File: src/hw/rtl/assert_macros.svh
// assertion macros for the rtl files
// no dependencies; expects clk and rst in the including module
`ifndef ASSERT_MACROS_SVH
`define ASSERT_MACROS_SVH

// same-cycle implication, off during reset
`define ASSERT_IMP(lbl, ante, cons) \
  lbl: assert property (@(posedge clk) disable iff (rst) (ante) |-> (cons)) \
    else $error("implication check failed");

// next-cycle implication, off during reset
`define ASSERT_NXT(lbl, ante, cons) \
  lbl: assert property (@(posedge clk) disable iff (rst) (ante) |=> (cons)) \
    else $error("next-cycle check failed");

`endif

File: src/hw/rtl/pws_pkg.sv
// constants and codes for the periodic waveform synthesiser
// no dependencies
package pws_pkg;

  localparam int SampleBits = 16;
  localparam int PhaseBits  = 32;
  localparam int PeriodBits = 24;

  // register indexes
  localparam logic [3:0] REG_KIND    = 4'd0;
  localparam logic [3:0] REG_AMP     = 4'd1;
  localparam logic [3:0] REG_PERIOD  = 4'd2;
  localparam logic [3:0] REG_HIGH    = 4'd3;
  localparam logic [3:0] REG_PSTEP   = 4'd4;
  localparam logic [3:0] REG_PSTART  = 4'd5;
  localparam logic [3:0] REG_SWEEP   = 4'd6;
  localparam logic [3:0] REG_RECTIFY = 4'd7;

  // wave kinds
  localparam logic [2:0] KIND_DC     = 3'd0;
  localparam logic [2:0] KIND_SINE   = 3'd1;
  localparam logic [2:0] KIND_SQUARE = 3'd2;
  localparam logic [2:0] KIND_SAW    = 3'd3;
  localparam logic [2:0] KIND_CHIRP  = 3'd4;

  // rectify modes
  localparam logic [1:0] RECT_NONE = 2'd0;
  localparam logic [1:0] RECT_ABS  = 2'd1;
  localparam logic [1:0] RECT_POS  = 2'd2;

  // multiplier step codes
  localparam logic [2:0] STEP_X2  = 3'd0;
  localparam logic [2:0] STEP_C7  = 3'd1;
  localparam logic [2:0] STEP_C5  = 3'd2;
  localparam logic [2:0] STEP_C3  = 3'd3;
  localparam logic [2:0] STEP_R   = 3'd4;
  localparam logic [2:0] STEP_AMP = 3'd5;
  localparam logic [2:0] STEP_SAW = 3'd6;

  // sine polynomial coefficients, q30
  localparam logic [31:0] CA1 = 32'd1686629713;
  localparam logic [31:0] CA3 = 32'd693598668;
  localparam logic [31:0] CA5 = 32'd85569306;
  localparam logic [31:0] CA7 = 32'd5026995;

endpackage

File: src/hw/rtl/periodic_waveform_synth_unit.sv
// periodic waveform synthesiser: dc, sine, square, saw and chirp stimulus
// depends on pws_pkg and assert_macros.svh
//
// usage: each input word on s_axis (s_tdata[0] = restart) asks for one sample,
// delivered on m_axis (m_tdata = sample, m_tuser = period_begin).
// configuration writes come on cfg_valid/cfg_index/cfg_data, always ready;
// the user must make them only while no word is in flight (not enforced here).
// s_tready is high only while the sequencer is idle; one word is worked at
// a time. dc, square and unused kinds go from prep straight to fin; saw adds
// a product on the shared multiplier, sine (nonzero step) and chirp a chain of
// products (x2, c7, c5, c3, r, amp). a restart word first runs one or two
// bit-serial slope divisions. s_tready returns only once the sample is in
// the output register, so no new word is taken before the last one is through.
// the finished sample waits in the output register; while the receiver
// stalls the next word is still accepted and worked, then held until the
// output register frees.
// reset (rst, synchronous) loads register defaults, clears position, phase
// and slopes, and empties the output register.
`include "assert_macros.svh"

module periodic_waveform_synth_unit
  import pws_pkg::*;
(
  input  logic        clk,
  input  logic        rst,
  input  logic        s_tvalid,
  output logic        s_tready,
  input  logic [7:0]  s_tdata,   // [0] restart, rest zero
  output logic        m_tvalid,
  input  logic        m_tready,
  output logic [15:0] m_tdata,   // [15:0] sample
  output logic        m_tuser,   // [0] period_begin
  input  logic        cfg_valid,
  output logic        cfg_ready,
  input  logic [3:0]  cfg_index,
  input  logic [31:0] cfg_data
);

  typedef enum logic [2:0] {ST_IDLE, ST_DIV, ST_PREP, ST_MUL, ST_FIN} state_t;

  state_t state;

  // configuration registers
  logic [2:0]  wave_kind;
  logic signed [15:0] amplitude;
  logic [23:0] period_samples, high_samples;
  logic [31:0] phase_step, phase_start, sweep_step;
  logic [1:0]  rectify_mode;

  // generator state
  logic [23:0] pos;
  logic [31:0] phase, cur_step;
  logic        rise_neg, fall_neg;
  logic [31:0] rise_mag, fall_mag;

  // work registers
  logic        div_fall;
  logic [4:0]  div_cnt;
  logic [23:0] div_d, rem;
  logic [31:0] quo;
  logic [2:0]  step;
  logic        mwait;
  logic [56:0] prod;
  logic [16:0] x_r, x2_r;
  logic [31:0] s_r, slope_r;
  logic [23:0] n_r;
  logic        neg_r, dc_r, begin_r;
  logic signed [42:0] val;

  // combinational helpers
  logic [15:0] mag_amp;
  logic [24:0] rem_sh;
  logic        ge;
  logic [23:0] rem_next;
  logic [31:0] quo_next;
  logic [31:0] mul_a;
  logic [24:0] mul_b;
  logic [23:0] pos_eff;
  logic [24:0] pos_inc;
  logic [16:0] x_of;
  logic [56:0] rnd_amp, rnd_saw;
  logic signed [42:0] amp_w, half_amp, rect, sat_in;
  logic [15:0] sat;

  assign s_tready  = (state == ST_IDLE);
  assign cfg_ready = 1'b1;
  assign mag_amp   = amplitude[15] ? 16'(-amplitude) : 16'(amplitude);
  assign amp_w     = 43'(amplitude);
  assign half_amp  = (amp_w + $signed({42'd0, amplitude[15]})) >>> 1;

  // divider step
  assign rem_sh   = {rem, quo[31]};
  assign ge       = rem_sh >= {1'b0, div_d};
  assign rem_next = ge ? 24'(rem_sh - {1'b0, div_d}) : rem_sh[23:0];
  assign quo_next = {quo[30:0], ge};

  // position and sine argument
  assign pos_eff = (pos >= period_samples) ? '0 : pos;
  assign pos_inc = {1'b0, pos_eff} + 25'd1;
  assign x_of    = phase[30] ? 17'(17'd65536 - {1'b0, phase[29:14]})
                             : {1'b0, phase[29:14]};

  // shared multiplier operands
  always_comb begin
    unique case (step)
      STEP_X2:  begin mul_a = 32'(x_r);  mul_b = 25'(x_r);   end
      STEP_C7:  begin mul_a = CA7;       mul_b = 25'(x2_r);  end
      STEP_C5:  begin mul_a = s_r;       mul_b = 25'(x2_r);  end
      STEP_C3:  begin mul_a = s_r;       mul_b = 25'(x2_r);  end
      STEP_R:   begin mul_a = s_r;       mul_b = 25'(x_r);   end
      STEP_AMP: begin mul_a = s_r;       mul_b = 25'(mag_amp); end
      STEP_SAW: begin mul_a = slope_r;   mul_b = 25'(n_r);   end
      default:  begin mul_a = '0;        mul_b = '0;         end
    endcase
  end

  assign rnd_amp = prod + 57'(1 << 29);
  assign rnd_saw = prod + 57'd16384;

  // rectify and saturate
  always_comb begin
    rect = val;
    if (rectify_mode == RECT_ABS || (rectify_mode == RECT_POS && dc_r)) begin
      if (val < 0) rect = -val;
    end else if (rectify_mode == RECT_POS && val < 0) begin
      rect = '0;
    end
    sat_in = rect;
    if (sat_in > 43'sd32767) sat = 16'h7fff;
    else if (sat_in < -43'sd32768) sat = 16'h8000;
    else sat = sat_in[15:0];
  end

  // configuration port
  always_ff @(posedge clk) begin
    if (rst) begin
      wave_kind <= KIND_DC; amplitude <= '0;
      period_samples <= 24'd1000; high_samples <= 24'd500;
      phase_step <= '0; phase_start <= '0; sweep_step <= '0;
      rectify_mode <= RECT_NONE;
    end else if (cfg_valid) begin
      unique case (cfg_index)
        REG_KIND:    wave_kind      <= cfg_data[2:0];
        REG_AMP:     amplitude      <= cfg_data[15:0];
        REG_PERIOD:  period_samples <= cfg_data[23:0];
        REG_HIGH:    high_samples   <= cfg_data[23:0];
        REG_PSTEP:   phase_step     <= cfg_data;
        REG_PSTART:  phase_start    <= cfg_data;
        REG_SWEEP:   sweep_step     <= cfg_data;
        REG_RECTIFY: rectify_mode   <= cfg_data[1:0];
        default: ;
      endcase
    end
  end

  // multiplier output register
  always_ff @(posedge clk) begin
    prod <= 57'(mul_a * mul_b);
  end

  // sequencer
  always_ff @(posedge clk) begin
    if (rst) begin
      state <= ST_IDLE; m_tvalid <= 1'b0;
      pos <= '0; phase <= '0; cur_step <= '0;
      rise_neg <= 1'b0; fall_neg <= 1'b0; rise_mag <= '0; fall_mag <= '0;
      div_fall <= 1'b0; div_cnt <= '0; step <= STEP_X2; mwait <= 1'b0;
    end else begin
      if (m_tvalid && m_tready) m_tvalid <= 1'b0;
      unique case (state)
        ST_IDLE: begin
          if (s_tvalid) begin
            if (s_tdata[0]) begin
              pos <= '0; phase <= phase_start; cur_step <= phase_step;
              rem <= '0; quo <= {mag_amp, 16'd0}; div_d <= high_samples;
              div_fall <= 1'b0; div_cnt <= '0;
              state <= ST_DIV;
            end else begin
              state <= ST_PREP;
            end
          end
        end
        ST_DIV: begin
          rem <= rem_next; quo <= quo_next; div_cnt <= div_cnt + 5'd1;
          if (div_cnt == 5'd31) begin
            if (!div_fall) begin
              rise_mag <= (high_samples == '0) ? '0 : quo_next;
              rise_neg <= amplitude[15];
              fall_neg <= amplitude[15];
              if (high_samples < period_samples) begin
                rem <= '0; quo <= {mag_amp, 16'd0};
                div_d <= period_samples - high_samples;
                div_fall <= 1'b1;
              end else begin
                fall_mag <= '0;
                state <= ST_PREP;
              end
            end else begin
              fall_mag <= quo_next;
              state <= ST_PREP;
            end
          end
        end
        ST_PREP: begin
          dc_r <= 1'b0; begin_r <= 1'b0; val <= '0; mwait <= 1'b0;
          x_r <= x_of; neg_r <= amplitude[15] ^ phase[31];
          if (period_samples != '0)
            pos <= (pos_inc >= {1'b0, period_samples}) ? '0 : pos_inc[23:0];
          else
            pos <= pos_eff;
          state <= ST_FIN;
          unique case (wave_kind)
            KIND_DC: begin
              val <= amp_w; dc_r <= 1'b1;
            end
            KIND_SINE: begin
              phase <= phase + phase_step;
              if (phase_step == '0) begin
                val <= amp_w; dc_r <= 1'b1;
              end else begin
                step <= STEP_X2; state <= ST_MUL;
              end
            end
            KIND_SQUARE, KIND_SAW: begin
              if (period_samples == '0) begin
                val <= half_amp; dc_r <= 1'b1;
              end else begin
                begin_r <= (pos_eff == '0);
                if (wave_kind == KIND_SQUARE) begin
                  val <= (pos_eff < high_samples) ? amp_w : -amp_w;
                end else begin
                  step <= STEP_SAW; state <= ST_MUL;
                  if (pos_eff <= high_samples) begin
                    slope_r <= rise_mag; neg_r <= rise_neg; n_r <= pos_eff;
                  end else begin
                    slope_r <= fall_mag; neg_r <= fall_neg;
                    n_r <= period_samples - pos_eff;
                  end
                end
              end
            end
            KIND_CHIRP: begin
              phase <= phase + cur_step;
              cur_step <= cur_step + sweep_step;
              step <= STEP_X2; state <= ST_MUL;
            end
            default: val <= '0;
          endcase
        end
        ST_MUL: begin
          mwait <= !mwait;
          if (mwait) begin
            step <= step + 3'd1;
            unique case (step)
              STEP_X2: x2_r <= prod[32:16];
              STEP_C7: s_r <= CA5 - prod[47:16];
              STEP_C5: s_r <= CA3 - prod[47:16];
              STEP_C3: s_r <= CA1 - prod[47:16];
              STEP_R:  s_r <= prod[47:16];
              STEP_AMP: begin
                val <= neg_r ? -43'(rnd_amp[56:30]) : 43'(rnd_amp[56:30]);
                state <= ST_FIN;
              end
              STEP_SAW: begin
                val <= (neg_r ? -43'(rnd_saw[55:15]) : 43'(rnd_saw[55:15])) - amp_w;
                state <= ST_FIN;
              end
              default: state <= ST_FIN;
            endcase
          end
        end
        ST_FIN: begin
          if (!m_tvalid || m_tready) begin
            m_tvalid <= 1'b1;
            m_tdata  <= sat;
            m_tuser  <= begin_r;
            state    <= ST_IDLE;
          end
        end
        default: state <= ST_IDLE;
      endcase
    end
  end

  // checks
  `ASSERT_NXT(a_restart_divides, s_tvalid && s_tready && s_tdata[0], state == ST_DIV)
  `ASSERT_IMP(a_step_range, state == ST_MUL, step <= STEP_SAW)
  `ASSERT_IMP(a_out_from_fin, $rose(m_tvalid), $past(state == ST_FIN))
  `ASSERT_IMP(a_pos_in_period, state == ST_PREP && period_samples != '0,
              pos_eff < period_samples)

endmodule
File: config.mk
export PLATFORM = sky130hd
export DESIGN_NAME = periodic_waveform_synth_unit
export DESIGN_NICKNAME = d
export VERILOG_FILES = /design/src/hw/rtl/pws_pkg.sv /design/src/hw/rtl/periodic_waveform_synth_unit.sv
export VERILOG_INCLUDE_DIRS = /design/src /design/src/hw/rtl
export SDC_FILE = /design/constraint.sdc
export NUM_CORES = 2
export LEC_CHECK = 0
export BUFFER_PORTS_ARGS = -buffer_cell sky130_fd_sc_hd__buf_2
export CORE_MARGIN = 1
export CORE_UTILIZATION = 48
export CTS_BUF_LIST = sky130_fd_sc_hd__clkbuf_8
export CTS_CLUSTER_SIZE = 24
export DETAILED_ROUTE_END_ITERATION = 10
export SYNTH_ARGS = -nofsm -noshare
export SYNTH_HDL_FRONTEND = slang
export SYNTH_SLANG_ARGS = --single-unit
File: constraint.sdc
create_clock -name clk -period 12.21 [get_ports clk]
set_input_delay 0.6105 -clock clk [delete_from_list [all_inputs] [get_ports clk]]
set_output_delay 0.6105 -clock clk [all_outputs]
set_load 0.05 [all_outputs]
==> run metrics <==
FP Rows=around 140; layout cells sized above 1=6.441%; clk_skew=0.09885 ns; slowest CP cell=o21a_1; initial cell density of the core=48.46%; largest net degree at the start of global routing=147; Util after Layout=roughly 52%; starting DRC count in detailed routing=around 5800; vias in the first global route=57240; final hold viol count=0; Worst EP required=12.92 ns; FMAX=88.04 MHz; Area Growth Syn to Fin=7.286%; GRT Residual Overflow=0; top flop regs=prod (43), val (43); GRT Util Overall=around a third; Avg WL per Cell=23.74 um; clock root cell=clkbuf_8; clock transition at the registers of the reported paths=0.06 ns; count of flip-flops with a built-in enable after synthesis=265; post-route clock period utilization=93.02%; Seq/Total Area, Yosys=22.82%; Synth Register Bits=between 600 and 700; Crit. End Element=flop; Num Clock Sinks=640; RD Place Congestion=slightly below 1; Final setup violation count=0; Die Y=about 380 um; drt total wl=238600 um; CTS Buf Count=113; delay-heaviest family, CP=adder cells; asr flop ratio synth=0%; Crit Path Class=flop to flop; Critical Path AT=12.07 ns; Layout fillers=13500; number of nets still failing antenna checks after routing=0; Post-Synthesis Cell Area=slightly below 70000 um2; Detailed Routing Iterations Pass 1=10; Distinct cells, synth=96; status=complete, no violations; final setup margin=~0.85 ns; most frequent CP cell=fa_1; first-pass GRT wire length=358300 um; Port Buf Inserts=60; fin nets=9255; Setup Fix Bufs, Post-CTS=0; Max-Cap Viols=0; Syn Inst Count=between 8000 and 9000; vias per cell=approximately 6; # DRC=0; Die W=approximately 380 um; type of origin of the critical path=flop; syn_nets=9348; Slew @ Worst Pin=1.261 ns; Final min period=about 11 ns; core area=139900 um2; CTS max path bufs=3; dominant synthesized flop cell=dfxtp_1; DIE AREA=142700 um2; CP max stage delay=around 0.82 ns; crit-path max FO=10; DP HPWL=186200 um; yosys warns=0; I/O pins=69; syn avg cell area=8.304 um2; RSZ-0062 raised after global routing=no; total negative slack=0 ns; Slew HR=15.06%; Worst-Skew Late Latency=0.89 ns; Max Slew Vio Count=0; H-tree levels=3; Place WS=roughly 1.2 ns; DR vias=59510; initial antenna violation count=7; Worst Path Buf+Inv=8; CTS tree=done; Worst Hold Class=input port to flop
[cell usage in the layout (no fill, tap or decap), types with 22 or more instances in the layout]
master / instances
or3_1: 42
nor2_1: 836
buf_2: 59
inv_1: 1038
clkbuf_8: 143
nand2_1: 1164
nor3_1: 108
xnor2_1: 270
a22o_1: 22
nand2b_1: 63
o31ai_1: 45
o21a_1: 50
a22oi_1: 101
and3_1: 56
fa_1: 665
a21oi_1: 494
and2_1: 46
buf_4: 135
a211oi_1: 57
or2_2: 22
o21ai_0: 359
xor2_1: 122
edfxtp_1: 265
nor4_1: 54
a31oi_1: 55
a311oi_1: 30
ha_1: 471
a21o_1: 152
o21bai_1: 43
o211ai_1: 46
mux2i_1: 71
dfxtp_1: 375
mux2_2: 67
nor2b_1: 47
nand4_1: 61
nand3_1: 152
[synthesized netlist by cell type (265+ instances only)]
cell,n,area share (%)
clkbuf_1,370,2.0
a21oi_1,495,3.7
fa_1,665,20
dfxtp_1,375,11
nor2_1,840,4.7
o21ai_0,365,2.7
ha_1,471,8.7
xnor2_1,270,3.5
nand2_1,1166,6.5
edfxtp_1,265,12
inv_1,1004,5.6
[per-layer routing]
| metal | vias up | GRT usage (%) | wire (um) |
|---|---|---|---|
| li1 | 27190 | - | - |
| met1 | 29320 | 45.26 | 101000 |
| met2 | 2538 | 52.91 | 108000 |
| met3 | 462 | 5.450 | 19290 |
| met4 | 2 | 12.99 | 10270 |
| met5 | - | 0 | 11 |
[final cells by class]
| cell class | instances | area (um2) | area share (%) |
|---|---|---|---|
| Antenna cell | 6 | 15.01 | 0.02065 |
| Clock buffer | 143 | 1968 | 2.706 |
| Clock inverter | 69 | 609.3 | 0.8379 |
| Inverter | 1009 | 3787 | 5.208 |
| Multi-Input combinational cell | 6103 | 47130 | 64.80 |
| Sequential cell | 640 | 15460 | 21.27 |
| Tap cell | 1876 | 2347 | 3.228 |
| Timing Repair Buffer | 203 | 1404 | 1.930 |
[repair_timing]
| action | CTS | global route |
|---|---|---|
| endpoints found under the hold margin | 23 | 0 |
| hold buffers | 8 | 0 |
| gates resized for setup | 0 | 0 |
[worst reg2reg max path, delay by kind of cell (launching register included)]
kind                     cells  cell delay, ns
adder cells (fa/ha/maj)      8            3.74
AO/OA/AOI/OAI               11            3.60
AND/OR/NAND/NOR              8            2.20
buffers and inverters        8            1.02
flip-flops                   1            0.37
XOR/XNOR                     2            0.30
[metrics by stage]
stage	hold WS, ns	cells	area, um2
floorplan	0.4003	8163	67780
global placement	0.4412	9823	70050
detailed placement	0.4462	9823	70050
CTS	0.01228	10040	72710
global route	0.01598	10050	72720
finish	0.06216	10050	72720
[cells by family after synthesis]
kind of cell,share of synthesized area [%]
and+or+nand+nor,18.17
xor gates and xnor gates,5.065
DFF,22.82
adders and majority gates,28.33
muxes,2.162
buffers and inverters,7.915
AOI/OAI and AO/OA,15.54
other,0.005532
[final timing paths]
kind | startpoint | slack (ns) | cells past startpoint | endpoint
worst max-delay path | amplitude[0] | 0.85 | 37 | prod[47]
worst min register to register | phase_start[11] | 0.44 | 2 | phase[11]
worst max register to register | amplitude[0] | 0.85 | 37 | prod[47]
worst min-delay path | cfg_data[19] | 0.06 | 3 | phase_start[19]
Power is not shown: default switching activity piles up to over one toggle a cycle in this logic, so the estimate is an artifact.
